$ cat config.mk
export PLATFORM = sky130hd
export DESIGN_NAME = strip_cluster_finder
export DESIGN_NICKNAME = d
export VERILOG_FILES = /design/src/rtl/core/scf_pkg.sv /design/src/rtl/core/strip_cluster_finder.sv /design/src/rtl/core/scf_cluster.sv /design/src/rtl/core/scf_out_fifo.sv
export SDC_FILE = /design/constraint.sdc
export NUM_CORES = 1
export LEC_CHECK = 0
export ABC_AREA = 1
export BUFFER_PORTS_ARGS = -buffer_cell sky130_fd_sc_hd__clkbuf_2
export CAP_MARGIN = 20
export CORE_MARGIN = 8
export CORE_UTILIZATION = 46
export CTS_CLUSTER_SIZE = 14
export DETAILED_ROUTE_END_ITERATION = 6
export GPL_ROUTABILITY_DRIVEN = 0
export PLACE_DENSITY = 0.7
export SYNTH_ARGS = -nofsm -noshare
export SYNTH_HDL_FRONTEND = slang
export SYNTH_SLANG_ARGS = --single-unit
export TNS_END_PERCENT = 100
$ cat constraint.sdc
create_clock -name clk_i -period 4.8 [get_ports clk_i]
set_clock_uncertainty 0.15 [all_clocks]
set_input_delay 0.72 -clock clk_i [delete_from_list [all_inputs] [get_ports clk_i]]
set_output_delay 0.72 -clock clk_i [all_outputs]
set_load 0.03 [all_outputs]
$ cat src/rtl/core/scf_pkg.sv
// Shared types for the strip cluster finder: cluster result and queue entry layout.
`default_nettype none

package scf_pkg;

  // Packed so that first_strip lands in the lowest bits of the output bus.
  typedef struct packed {
    logic [7:0]  out_plane;
    logic [6:0]  out_layer;
    logic [23:0] energy_sum;
    logic [8:0]  cluster_width;
    logic [7:0]  peak_strip;
    logic [7:0]  final_strip;
    logic [7:0]  first_strip;
  } result_t;

  typedef struct packed {
    logic    last;
    result_t res;
  } entry_t;

  // Up to two results leave the cluster stage per hit, first one in order first.
  typedef struct packed {
    logic   first_valid;
    logic   second_valid;
    entry_t first;
    entry_t second;
  } push_t;

  localparam int unsigned WIDTH_MAX = 511;

endpackage

`default_nettype wire

$ cat src/rtl/core/strip_cluster_finder.sv
// Strip cluster finder top level: stream ports around the cluster stage and result queue.
//
// Usage:
//   Slave stream carries strip hits of a layer in ascending strip order; tlast marks
//   the final hit of a layer. Consecutive strips of one layer form a cluster; a gap,
//   a layer change or the end-of-layer mark closes it.
//   Master stream carries one closed cluster per request; tlast marks the final
//   cluster caused by one hit (a hit can close the running cluster and, with the
//   end-of-layer mark, report its own one-hit cluster as a second request).
//   A hit that closes a cluster passes the input register and is written into the
//   queue, from whose head its first result is put on the master stream.
//   Throughput: one hit per cycle while the queue has room, taken by the compare and
//   add of the cluster stage; results leave at one per cycle while tready is high,
//   through a four-entry queue, so a hit that yields two results is handed out as two
//   requests, and the input stalls only while the queue holds more than two results.
//   Stall: when the receiver holds tready low, the queue fills; the input register
//   holds its hit and s_axis_tready_o drops once the queue can no longer take two.
//   Reset: clears the open cluster, the input register and the queue; no clearing
//   pass is needed and a hit can be taken as soon as reset is released.
`default_nettype none

module strip_cluster_finder #(
  parameter int unsigned STRIP_COUNT = 256,
  parameter int unsigned ENERGY_BITS = 16
) (
  input  wire logic         clk_i,
  input  wire logic         rst_ni,
  input  wire logic         s_axis_tvalid_i,
  output logic              s_axis_tready_o,
  // strip[7:0], energy[23:8], layer_id[30:24], plane_id[38:31], zero pad[39]
  input  wire logic [39:0]  s_axis_tdata_i,
  // layer_end
  input  wire logic         s_axis_tlast_i,
  output logic              m_axis_tvalid_o,
  input  wire logic         m_axis_tready_i,
  // first_strip[7:0], final_strip[15:8], peak_strip[23:16], cluster_width[32:24],
  // energy_sum[56:33], out_layer[63:57], out_plane[71:64]
  output logic [71:0]       m_axis_tdata_o,
  // last_result
  output logic              m_axis_tlast_o
);

  scf_pkg::push_t  push;
  scf_pkg::entry_t head;
  logic            room;

  scf_cluster #(
    .STRIP_COUNT (STRIP_COUNT),
    .ENERGY_BITS (ENERGY_BITS)
  ) u_cluster (
    .clk_i       (clk_i),
    .rst_ni      (rst_ni),
    .in_valid_i  (s_axis_tvalid_i),
    .in_ready_o  (s_axis_tready_o),
    .in_strip_i  (s_axis_tdata_i[7:0]),
    .in_energy_i (s_axis_tdata_i[23:8]),
    .in_layer_i  (s_axis_tdata_i[30:24]),
    .in_plane_i  (s_axis_tdata_i[38:31]),
    .in_end_i    (s_axis_tlast_i),
    .room_i      (room),
    .push_o      (push)
  );

  scf_out_fifo u_out_fifo (
    .clk_i       (clk_i),
    .rst_ni      (rst_ni),
    .push_i      (push),
    .room_o      (room),
    .out_valid_o (m_axis_tvalid_o),
    .out_ready_i (m_axis_tready_i),
    .out_entry_o (head)
  );

  assign m_axis_tdata_o = head.res;
  assign m_axis_tlast_o = head.last;

endmodule

`default_nettype wire

$ cat src/rtl/core/scf_cluster.sv
// Input register and cluster build logic: one registered hit per cycle while the queue has room, up to two results.
`default_nettype none

module scf_cluster #(
  parameter int unsigned STRIP_COUNT = 256,
  parameter int unsigned ENERGY_BITS = 16
) (
  input  wire logic         clk_i,
  input  wire logic         rst_ni,
  input  wire logic         in_valid_i,
  output logic              in_ready_o,
  input  wire logic [7:0]   in_strip_i,
  input  wire logic [15:0]  in_energy_i,
  input  wire logic [6:0]   in_layer_i,
  input  wire logic [7:0]   in_plane_i,
  input  wire logic         in_end_i,
  input  wire logic         room_i,
  output scf_pkg::push_t    push_o
);

  localparam int unsigned EKEEP = (ENERGY_BITS < 16) ? ENERGY_BITS : 16;
  localparam logic [15:0] EMASK = 16'((64'd1 << EKEEP) - 64'd1);

  // Input register
  logic        v_q;
  logic [7:0]  strip_q;
  logic [15:0] energy_q;
  logic [6:0]  layer_q;
  logic [7:0]  plane_q;
  logic        end_q;

  // Cluster state
  logic        open_q, open_d;
  logic [7:0]  start_q, start_d;
  logic [7:0]  prev_q, prev_d;
  logic [7:0]  best_strip_q, best_strip_d;
  logic [15:0] best_energy_q, best_energy_d;
  logic [8:0]  run_width_q, run_width_d;
  logic [23:0] run_energy_q, run_energy_d;
  logic [6:0]  held_layer_q, held_layer_d;
  logic [7:0]  held_plane_q, held_plane_d;

  logic        advance;
  logic        load;
  logic        in_range;
  logic        split;
  logic        grow;
  logic [15:0] ev;
  logic [24:0] sum_ext;
  scf_pkg::result_t cur_res;
  scf_pkg::result_t nxt_res;

  assign advance    = v_q && room_i;
  assign in_ready_o = !v_q || room_i;
  assign load       = in_valid_i && in_ready_o;

  assign ev       = energy_q & EMASK;
  assign in_range = 32'(strip_q) < STRIP_COUNT;
  assign split    = open_q && ((layer_q != held_layer_q) ||
                               ({1'b0, strip_q} != ({1'b0, prev_q} + 9'd1)));
  assign grow     = open_q && !split;
  assign sum_ext  = {1'b0, run_energy_q} + {9'b0, ev};

  always_comb begin
    if (grow) begin
      start_d      = start_q;
      prev_d       = strip_q;
      held_layer_d = held_layer_q;
      held_plane_d = plane_q;
      if (ev > best_energy_q) begin
        best_energy_d = ev;
        best_strip_d  = strip_q;
      end else begin
        best_energy_d = best_energy_q;
        best_strip_d  = best_strip_q;
      end
      if (run_width_q == 9'(scf_pkg::WIDTH_MAX)) begin
        run_width_d = run_width_q;
      end else begin
        run_width_d = run_width_q + 9'd1;
      end
      run_energy_d = sum_ext[24] ? 24'hFF_FFFF : sum_ext[23:0];
    end else begin
      start_d       = strip_q;
      prev_d        = strip_q;
      held_layer_d  = layer_q;
      held_plane_d  = plane_q;
      best_energy_d = ev;
      best_strip_d  = strip_q;
      run_width_d   = 9'd1;
      run_energy_d  = {8'b0, ev};
    end
  end

  always_comb begin
    if (in_range) begin
      open_d = !end_q;
    end else if (end_q) begin
      open_d = 1'b0;
    end else begin
      open_d = open_q;
    end
  end

  always_comb begin
    cur_res.first_strip   = start_q;
    cur_res.final_strip   = prev_q;
    cur_res.peak_strip    = best_strip_q;
    cur_res.cluster_width = run_width_q;
    cur_res.energy_sum    = run_energy_q;
    cur_res.out_layer     = held_layer_q;
    cur_res.out_plane     = held_plane_q;

    nxt_res.first_strip   = start_d;
    nxt_res.final_strip   = prev_d;
    nxt_res.peak_strip    = best_strip_d;
    nxt_res.cluster_width = run_width_d;
    nxt_res.energy_sum    = run_energy_d;
    nxt_res.out_layer     = held_layer_d;
    nxt_res.out_plane     = held_plane_d;
  end

  // Closed cluster goes first; a hit that both splits and ends the layer adds its own.
  always_comb begin
    push_o.first_valid  = advance && (in_range ? (split || end_q) : (end_q && open_q));
    push_o.second_valid = advance && in_range && split && end_q;
    push_o.first.res    = (!in_range || split) ? cur_res : nxt_res;
    push_o.first.last   = !(in_range && split && end_q);
    push_o.second.res   = nxt_res;
    push_o.second.last  = 1'b1;
  end

  always_ff @(posedge clk_i or negedge rst_ni) begin
    if (!rst_ni) begin
      v_q <= 1'b0;
    end else if (load) begin
      v_q <= 1'b1;
    end else if (advance) begin
      v_q <= 1'b0;
    end
  end

  always_ff @(posedge clk_i) begin
    if (load) begin
      strip_q  <= in_strip_i;
      energy_q <= in_energy_i;
      layer_q  <= in_layer_i;
      plane_q  <= in_plane_i;
      end_q    <= in_end_i;
    end
  end

  always_ff @(posedge clk_i or negedge rst_ni) begin
    if (!rst_ni) begin
      open_q        <= 1'b0;
      start_q       <= '0;
      prev_q        <= '0;
      best_strip_q  <= '0;
      best_energy_q <= '0;
      run_width_q   <= '0;
      run_energy_q  <= '0;
      held_layer_q  <= '0;
      held_plane_q  <= '0;
    end else if (advance) begin
      open_q <= open_d;
      if (in_range) begin
        start_q       <= start_d;
        prev_q        <= prev_d;
        best_strip_q  <= best_strip_d;
        best_energy_q <= best_energy_d;
        run_width_q   <= run_width_d;
        run_energy_q  <= run_energy_d;
        held_layer_q  <= held_layer_d;
        held_plane_q  <= held_plane_d;
      end
    end
  end

  a_second_needs_first : assert property (@(posedge clk_i) disable iff (!rst_ni)
    push_o.second_valid |-> push_o.first_valid)
    else $error("second result pushed without a first");

  a_end_closes : assert property (@(posedge clk_i) disable iff (!rst_ni)
    (advance && end_q) |=> !open_q)
    else $error("cluster left open after end of layer");

endmodule

`default_nettype wire

$ cat src/rtl/core/scf_out_fifo.sv
// Result queue: takes up to two results per cycle, hands out one per cycle while the receiver is ready.
`default_nettype none

module scf_out_fifo (
  input  wire logic          clk_i,
  input  wire logic          rst_ni,
  input  wire scf_pkg::push_t push_i,
  output logic               room_o,
  output logic               out_valid_o,
  input  wire logic          out_ready_i,
  output scf_pkg::entry_t    out_entry_o
);

  localparam int unsigned DEPTH = 4;
  localparam int unsigned PTR_W = $clog2(DEPTH);
  localparam int unsigned CNT_W = $clog2(DEPTH + 1);

  scf_pkg::entry_t    mem [DEPTH];
  logic [PTR_W-1:0]   wr_q, wr_d;
  logic [PTR_W-1:0]   rd_q, rd_d;
  logic [CNT_W-1:0]   count_q, count_d;
  logic               pop;

  assign out_valid_o = count_q != '0;
  assign out_entry_o = mem[rd_q];
  assign pop         = out_valid_o && out_ready_i;
  // Room for a worst-case pair, whatever the receiver does this cycle.
  assign room_o      = count_q <= CNT_W'(DEPTH - 2);

  always_comb begin
    wr_d    = wr_q + PTR_W'(push_i.first_valid) + PTR_W'(push_i.second_valid);
    rd_d    = rd_q + PTR_W'(pop);
    count_d = count_q + CNT_W'(push_i.first_valid) + CNT_W'(push_i.second_valid)
              - CNT_W'(pop);
  end

  always_ff @(posedge clk_i) begin
    if (push_i.first_valid) begin
      mem[wr_q] <= push_i.first;
    end
    if (push_i.second_valid) begin
      mem[wr_q + PTR_W'(1)] <= push_i.second;
    end
  end

  always_ff @(posedge clk_i or negedge rst_ni) begin
    if (!rst_ni) begin
      wr_q    <= '0;
      rd_q    <= '0;
      count_q <= '0;
    end else begin
      wr_q    <= wr_d;
      rd_q    <= rd_d;
      count_q <= count_d;
    end
  end

  a_no_overfill : assert property (@(posedge clk_i) disable iff (!rst_ni)
    count_q <= CNT_W'(DEPTH))
    else $error("result queue over capacity");

  a_push_with_room : assert property (@(posedge clk_i) disable iff (!rst_ni)
    push_i.first_valid |-> (count_q <= CNT_W'(DEPTH - 2)))
    else $error("push into queue without room for a pair");

endmodule

`default_nettype wire

==> results of run 1 <==
cell usage after synthesis, drive strengths merged (12+ instances only):
master / number
a21oi: 88
buf: 65
clkbuf: 76
dfrtp: 97
edfxtp: 328
ha: 37
inv: 161
nand2: 763
nand3: 202
nand4: 32
nor2: 220
o21ai: 355
o22ai: 74
or2: 12
sequential cells by signal, indices dropped and copies added (netlist names):
| name | flops |
|---|---|
| u_cluster.energy_q | 16 |
| u_cluster.run_energy_q | 24 |
| u_cluster.best_strip_q | 8 |
| u_out_fifo.rd_q | 2 |
| u_cluster.held_plane_q | 8 |
| u_cluster.run_width_q | 9 |
| u_cluster.held_layer_q | 7 |
| u_cluster.prev_d | 8 |
| u_cluster.best_energy_q | 16 |
| u_cluster.layer_q | 7 |
| u_cluster.open_q | 1 |
| u_cluster.end_q | 1 |
| u_cluster.prev_q | 8 |
| u_out_fifo.mem | 292 |
| u_cluster.v_q | 1 |
| u_out_fifo.count_q | 3 |
| u_cluster.start_q | 8 |
| u_out_fifo.wr_q | 2 |
| u_cluster.held_plane_d | 8 |
critical path: stages (launching register included):
cell and delay [ns]:
dfrtp_4 0.72, inv_4 0.65, buf_4 0.31, o21ai_0 0.11, o22ai_1 0.39, clkbuf_2 0.29
cells by family after synthesis:
family | count (synthesis) | synth area share, %
simple gates | 1248 | 23.7
flops | 429 | 55.0
buf+inv | 303 | 5.92
xor+xnor | 14 | 0.546
compound gates | 529 | 12.3
mux | 1 | 0.0502
fa+ha+maj | 41 | 2.42
stage by stage:
stage,total power (uW),util [%]
after floorplan,11200,-
after global placement,13400,48.5
after detailed placement,13700,48.5
after CTS,17000,51.3
after global routing,18000,51.3
final,17000,51.3
layer usage:
layer	vias up	wire [um]	GRT usage, %
li1	8906	-	-
met2	972	30400	37.5
met1	8941	26400	29.8
met4	0	2340	9.42
met5	-	0	0
met3	160	6410	4.20
report_power, final:
part | switching, uW | total (uW) | internal, uW
sequential | 654 | 5910 | 5250
combinational | 5720 | 7750 | 2020
clock | 1450 | 3340 | 1890
total | 7820 | 17000 | 9170
final cells by class:
cell class | count | share of cell area (%)
Sequential cell | 429 | 49.6
Multi-Input combinational cell | 1833 | 35.3
Clock buffer | 63 | 4.91
Timing Repair Buffer | 160 | 4.00
Tap cell | 622 | 3.12
Inverter | 162 | 2.46
Clock inverter | 20 | 0.638
worst max-delay path by stage:
stage / startpoint / endpoint / slack [ns] / cells after the start
global placement: u_out_fifo.count_q[1] / u_out_fifo.mem[2][11] / 1.10 / 13
CTS: u_out_fifo.rd_q[0] / m_axis_tdata_o[16] / 0.77 / 5
detailed placement: u_out_fifo.count_q[1] / u_out_fifo.mem[2][9] / 1.13 / 13
finish: u_out_fifo.rd_q[0] / m_axis_tdata_o[34] / 0.76 / 5
global route: u_out_fifo.rd_q[0] / m_axis_tdata_o[16] / 0.56 / 5
floorplan: u_cluster.prev_q[0] / u_out_fifo.mem[2][0] / 0.84 / 14
==> flow_summary_export.csv, run 1 <==
group,metric,value,unit
routing,ant_nets,0,
final_layout,num-nets-final,2717,
timing,max_freq,248,MHz
timing,max-slew-margin-rel,30.8,%
timing,finalHoldViolations,0,
placement,dp.final_hpwl,41700,um
timing,period_share,84.1,%
synthesis,ys_async_sr_fraction,22.6,%
routing,drt_wl_total,65500,um
final_layout,antenna_cells,0,
clock_network,cts_tree,"done",
synthesis,synth_area_leaders,"edfxtp_1 44%, nand2_1 13%, dfrtp_1 11%",
placement,place_ws,1.13,ns
timing,layout_setup_ws,0.764,ns
routing,drcViolationCount,0,
timing,drv_slew,0,
clock_network,clockRootBuffer,"clkbuf_16",
final_layout,fin_area,24900,um2
setup_path,path_class,"reg -> out",
timing,min_period,4.04,ns
routing,drt-wirelength-per-cell,19.9,um
grt,grt_pass1_wl,102000,um
power,irDropWorstVdd,0.368,mV
synthesis,yosysWarningCount,0,
final_layout,final_common_cell,"nand2_1",
final_layout,multi_input_area,8790,um2
timing,rsz0062_at_grt,"false",
setup_path,crit_arrival,3.17,ns
placement,dp_cells,3206,
setup_path,reg2reg_to,"u_out_fifo.mem[2][9]",
clock_network,path_clk_slew,0.06,ns
setup_path,reg2reg_from,"u_cluster.prev_q[0]",
setup_path,cp-end-kind,"output port",
final_layout,drive_gt1_share,11.1,%
final_layout,final_cells,3289,
final_layout,area_growth,11.0,%
floorplan,ios,120,
floorplan,die_w,237,um
routing,dr_total_vias,19000,
synthesis,postSynthAreaPerCell,8.75,um2
synthesis,synth_top_area_share,43.9,%
floorplan,rows,81,
final_layout,fill_cells,4325,
routing,viasPerCell,5.77,
clock_network,numClockSinks,429,
power,p_per_area,682,nW/um2
clock_network,cts_max_level,2,
clock_network,cts_made_buffers,45,
timing,setup_viol,0,
routing,drt_first_pass_iters,6,
run_status,status,"complete, no violations",
grt,grt_pass1_vias,18400,
setup_path,r2r_cells,15,
synthesis,synthesis.nets,2651,
synthesis,ys_types,46,
clock_network,cts_setup_buffers,0,
placement,placed_area,23500,um2
floorplan,die_area,56100,um2
final_layout,layout_common_cells,"745 x nand2_1, 328 x edfxtp_1, 321 x o21ai_0, 211 x nor2_1, 189 x nand3_1",
setup_path,cp-start-kind,"flip-flop",
clock_network,clk_path_buf_depth,3,
setup_path,required,3.93,ns
synthesis,ys.flop_type,"edfxtp_1",
synthesis,yosys.area.top_type,"edfxtp_1",
grt,grt_overflow,0,
floorplan,core_area,48500,um2
floorplan,die_h,237,um
final_layout,regArea,12400,um2
timing,worst_slew_pin_slew,1.04,ns
timing,hold_slack,0.152,ns
clock_network,clock_latency,0.58,ns
synthesis,synth-seq-area-share,55.0,%
setup_path,cp_max_fo,68,
synthesis,synth_edf_count,328,
grt,grt_max_degree,75,
synthesis,ys_ff_latch,429,
timing,setup_tns,0,ns
clock_network,ctsHoldBuffers,0,
power,leakage,0.0102,uW
synthesis,syn_inst,2565,
min_path,hp-class,"in -> async",
grt,grt_antenna_before_repair,0,
synthesis,netlist_area,22400,um2
placement,port_buffers,118,
setup_path,rrSetupSlack,1.02,ns
routing,drt_iter0_markers,2127,
clock_network,cts_resized,0,
grt,grtUsageTotal,22.9,%
job,drv_cap,0,
floorplan,start_util,46.2,%
Power figures use the tool's default switching activity.
==> run 2: changes to the inputs <==
==> constraint.sdc (replaced) <==
create_clock -name clk_i -period 4.2 [get_ports clk_i]
set_clock_uncertainty 0.15 [all_clocks]
set_input_delay 0.63 -clock clk_i [delete_from_list [all_inputs] [get_ports clk_i]]
set_output_delay 0.63 -clock clk_i [all_outputs]
set_load 0.03 [all_outputs]
==> flow_summary_export.csv, run 2 (same netlist as run 1, synthesis figures left out) <==
group,metric,value,unit
run_status,status,"finished with violations",
run_status,violations,"DRC",
timing,worst_slew_pin_slew,1.05,ns
clock_network,cts_max_level,2,
floorplan,die_h,237,um
setup_path,crit_top_cell,"nand2_1",
final_layout,biggestRegsByFlops,"u_out_fifo.mem x292, u_cluster.run_energy_q x24",
final_layout,layout_common_cells,"745 x nand2_1, 328 x edfxtp_1, 321 x o21ai_0, 211 x nor2_1, 189 x nand3_1",
clock_network,numClockSinks,429,
routing,dr_total_vias,19000,
grt,grt_overflow,0,
setup_path,required,4.49,ns
setup_path,cp-start-kind,"flip-flop",
timing,max_freq,275,MHz
timing,max-slew-margin-rel,29.9,%
timing,finalHoldViolations,0,
timing,period_share,86.5,%
floorplan,die_area,56100,um2
grt,grt_pass1_wl,102000,um
floorplan,ios,120,
power,p_per_area,785,nW/um2
placement,port_buffers,118,
routing,drt-wirelength-per-cell,20.1,um
routing,drt_wl_total,66100,um
final_layout,final_util,51.7,%
clock_network,cts_resized,0,
clock_network,clk_path_buf_depth,3,
setup_path,crit_arrival,3.92,ns
timing,setup_tns,0,ns
clock_network,clockRootBuffer,"clkbuf_16",
setup_path,crit_chain,"ha_1 > nand2_1 > nor2_1 > nand2_1 > nand2_1 > nand3_2 > nand2_4 > nor2_4 > nand3_4 > nand2_4 > nor2_8 > nand2_1 > buf_4 > inv_2 > nand2_1 > o21ai_1",
setup_path,cp_slowest_stage_delay,0.75,ns
final_layout,area_growth,11.8,%
clock_network,cts_made_buffers,45,
timing,drv_slew,0,
clock_network,cts_setup_buffers,0,
routing,drt_iter0_markers,1911,
floorplan,rows,81,
floorplan,start_util,46.2,%
final_layout,antenna_cells,0,
routing,drcViolationCount,2,
setup_path,slowest_stage,"inv_2",
floorplan,core_area,48500,um2
timing,hold_slack,0.00451,ns
placement,dp.final_hpwl,41400,um
clock_network,clock_latency,0.58,ns
final_layout,final_common_cell,"nand2_1",
timing,min_period,3.63,ns
routing,viasPerCell,5.76,
power,irDropWorstVdd,0.521,mV
routing,drt_first_pass_iters,7,
grt,grt_max_degree,148,
final_layout,final_cells,3294,
job,drv_cap,0,
power,total_power,19700,uW
min_path,hp-class,"in -> async",
clock_network,cts_tree,"done",
timing,setup_viol,0,
grt,grt_antenna_before_repair,1,
setup_path,cp-end-kind,"flip-flop",
clock_network,path_clk_slew,0.06,ns
power,leakage,0.0103,uW
routing,ant_nets,0,
final_layout,largest_register_ffs,292,
setup_path,cp_max_fo,35,
final_layout,fill_cells,4328,
setup_path,path_class,"reg -> reg",
placement,dp_cells,3210,
final_layout,num-nets-final,2721,
clock_network,ctsHoldBuffers,0,
final_layout,top_register,"u_out_fifo.mem",
grt,grt_pass1_vias,18300,
floorplan,die_w,237,um
grt,grtUsageTotal,23.0,%
final_layout,drive_gt1_share,11.4,%
timing,rsz0062_at_grt,"false",
==> run 2: cell count changes in the layout (fill, tap and decap cells not counted), moves of 2 or more <==
cell / change
clkbuf_16: +2
inv_6: -3
bufinv_16: +2
clkinv_2: -3
clkinvlp_4: +3
clkbuf_1: -6
buf_12: +3
clkinv_1: +3
clkinv_4: +4
==> run 2: report_power, final <==
group / switching (uW) / total, uW / internal [uW]
sequential: 623 / 6630 / 6010
combinational: 6670 / 9030 / 2360
clock: 1690 / 4030 / 2330
==> run 2: critical path, delay by kind of cell, from the launching register on <==
family | cells | cell delay, ns
AO/OA/AOI/OAI | 1 | 0.15
adder cells (fa/ha/maj) | 1 | 0.23
buffers and inverters | 2 | 0.98
flip-flops | 1 | 0.46
AND/OR/NAND/NOR | 12 | 1.50
==> run 2: cell type report <==
class	instances	area, um2	share of cell area, %
Clock inverter	26	246	0.982
Sequential cell	429	12400	49.3
Tap cell	622	778	3.10
Inverter	162	613	2.44
Clock buffer	58	1240	4.93
Timing Repair Buffer	164	1060	4.24
Multi-Input combinational cell	1833	8790	35.0
==> run 2: layer usage <==
metal / vias up / global-route usage (%) / share of wire [%]
li1: 8904 / - / -
met1: 8920 / 30.3 / 41
met2: 977 / 37.3 / 46
met3: 178 / 4.57 / 10
met4: 0 / 8.48 / 3.1
met5: - / 0 / 0
==> run 2: worst paths after layout <==
| path | from | end | slack, ns | cells after the start |
|---|---|---|---|---|
| max in group asynchronous | rst_ni | u_cluster.open_q | 2.94 | 2 |
| setup reg to reg | u_cluster.prev_q[0] | u_out_fifo.mem[2][15] | 0.57 | 16 |
| hold reg to reg | u_out_fifo.mem[2][72] | u_out_fifo.mem[2][72] | 0.33 | 2 |
| min in group clk_i | s_axis_tdata_i[18] | u_cluster.energy_q[10] | 0.08 | 1 |
| setup / recovery | u_cluster.prev_q[0] | u_out_fifo.mem[2][15] | 0.57 | 16 |
| hold / removal | rst_ni | u_cluster.run_width_q[5] | 0.005 | 1 |
==> run 2: through the flow <==
step	area, um2	worst slack (ns)
6_report	25100	0.568
5_1_grt	25100	0.380
4_1_cts	25100	0.653
3_5_place_dp	23600	0.682
3_3_place_gp	23600	0.729
2_1_floorplan	22400	0.235
==> run 3: changes to the inputs <==
--- a/config.mk
+++ b/config.mk
@@ -13,6 +13,7 @@
 export CTS_CLUSTER_SIZE = 14
 export DETAILED_ROUTE_END_ITERATION = 6
 export GPL_ROUTABILITY_DRIVEN = 0
+export MAX_ROUTING_LAYER = met4
 export PLACE_DENSITY = 0.7
 export SYNTH_ARGS = -nofsm -noshare
 export SYNTH_HDL_FRONTEND = slang
==> flow_summary_export.csv, run 3 (same netlist as run 1, synthesis figures left out) <==
group,metric,value,unit
clock_network,cts_max_level,2,
grt,grt_overflow,0,
grt,grtUsageTotal,23.7,%
final_layout,num-nets-final,2721,
setup_path,cp_max_fo,35,
routing,viasPerCell,5.77,
setup_path,cp_slowest_stage_delay,0.76,ns
setup_path,path_class,"reg -> reg",
final_layout,antenna_cells,0,
grt,grt_pass1_vias,18300,
setup_path,crit_top_cell,"nand2_1",
clock_network,clk_path_buf_depth,3,
clock_network,ctsHoldBuffers,0,
timing,setup_viol,0,
floorplan,core_area,48500,um2
floorplan,ios,120,
final_layout,final_common_cell,"nand2_1",
setup_path,required,4.46,ns
timing,worst_slew_pin_slew,1.06,ns
power,irDropWorstVdd,0.521,mV
final_layout,top_register,"u_out_fifo.mem",
routing,drt_first_pass_iters,7,
final_layout,drive_gt1_share,11.4,%
timing,max-slew-margin-rel,29.4,%
final_layout,largest_register_ffs,292,
run_status,status,"finished with violations",
final_layout,fill_cells,4328,
final_layout,layout_common_cells,"745 x nand2_1, 328 x edfxtp_1, 321 x o21ai_0, 211 x nor2_1, 189 x nand3_1",
clock_network,cts_tree,"done",
routing,drcViolationCount,2,
min_path,hp-class,"in -> async",
clock_network,clockRootBuffer,"clkbuf_16",
setup_path,crit_arrival,3.90,ns
setup_path,cp-end-kind,"flip-flop",
placement,port_buffers,118,
run_status,violations,"DRC",
clock_network,cts_made_buffers,45,
grt,grt_pass1_wl,102000,um
timing,drv_slew,0,
floorplan,die_area,56100,um2
timing,rsz0062_at_grt,"false",
floorplan,rows,81,
power,p_per_area,785,nW/um2
routing,drt_iter0_markers,1843,
final_layout,regArea,12400,um2
final_layout,biggestRegsByFlops,"u_out_fifo.mem x292, u_cluster.run_energy_q x24",
routing,drt-wirelength-per-cell,20.1,um
timing,period_share,86.6,%
setup_path,crit_chain,"ha_1 > nand2_1 > nor2_1 > nand2_1 > nand2_1 > nand3_2 > nand2_4 > nor2_4 > nand3_4 > nand2_4 > nor2_8 > nand2_1 > buf_4 > inv_2 > nand2_1 > o21ai_0",
job,drv_cap,0,
power,leakage,0.0103,uW
grt,grt_max_degree,148,
final_layout,fin_area,25100,um2
setup_path,rrSetupSlack,0.56,ns
clock_network,numClockSinks,429,
final_layout,multi_input_area,8790,um2
floorplan,die_w,237,um
placement,dp.final_hpwl,41400,um
clock_network,cts_setup_buffers,0,
routing,ant_nets,0,
final_layout,area_growth,11.8,%
setup_path,cp_top_family,"simple AND/OR/NAND/NOR gates",
timing,finalHoldViolations,0,
timing,max_freq,275,MHz
clock_network,path_clk_slew,0.06,ns
clock_network,clock_latency,0.58,ns
clock_network,cts_resized,0,
timing,setup_tns,0,ns
setup_path,slowest_stage,"inv_2",
setup_path,cp-start-kind,"flip-flop",
grt,grt_antenna_before_repair,1,
routing,dr_total_vias,19000,
setup_path,critPathBufInv,2,
timing,min_period,3.64,ns
floorplan,start_util,46.2,%
floorplan,die_h,237,um
placement,placed_area,23600,um2
routing,drt_wl_total,66100,um
-- run 3: cell counts in the layout (fill, tap and decap cells not counted) --
Identical to the previous run, type by type.
-- run 3: path summary, 6_finish.rpt --
check                                            to  cells after the start                  start
min reg2reg                   u_out_fifo.mem[2][72]                      2  u_out_fifo.mem[2][72]
max reg2reg                   u_out_fifo.mem[2][13]                     16    u_cluster.prev_q[0]
min                        u_cluster.run_width_q[4]                      1                 rst_ni
max in group asynchronous          u_cluster.open_q                      2                 rst_ni
max                           u_out_fifo.mem[2][13]                     16    u_cluster.prev_q[0]
min in group clk_i           u_cluster.energy_q[10]                      1     s_axis_tdata_i[18]
-- run 3: cell type report --
class / count / area share [%]
Multi-Input combinational cell: 1833 / 35.0
Timing Repair Buffer: 164 / 4.24
Tap cell: 622 / 3.10
Clock inverter: 26 / 0.982
Sequential cell: 429 / 49.3
Clock buffer: 58 / 4.93
Inverter: 162 / 2.44
-- run 3: routing by layer --
| metal | track usage, % | vias to the layer above | part of all wire, % |
|---|---|---|---|
| li1 | - | 8901 | - |
| met1 | 30.4 | 8964 | 40 |
| met2 | 37.3 | 966 | 46 |
| met3 | 4.44 | 171 | 10 |
| met4 | 8.46 | 0 | 3.1 |
| met5 | - | - | 0 |
-- run 3: report_power, final --
group          total (uW)  internal, uW  switching (uW)
combinational        9040          2360            6680
sequential           6630          6010             624
clock                4030          2330            1700
-- run 3: through the flow --
step	std cells	util [%]	total power, uW	hold slack [ns]	setup slack [ns]
6_report	3294	51.7	19700	0.00783	0.564
5_1_grt	3294	51.7	20800	0.0451	0.376
4_1_cts	3294	51.7	19700	0.0135	0.653
3_5_place_dp	3210	48.6	15700	0.305	0.682
3_3_place_gp	3210	48.6	15400	0.299	0.729
2_1_floorplan	2565	-	12800	0.184	0.235
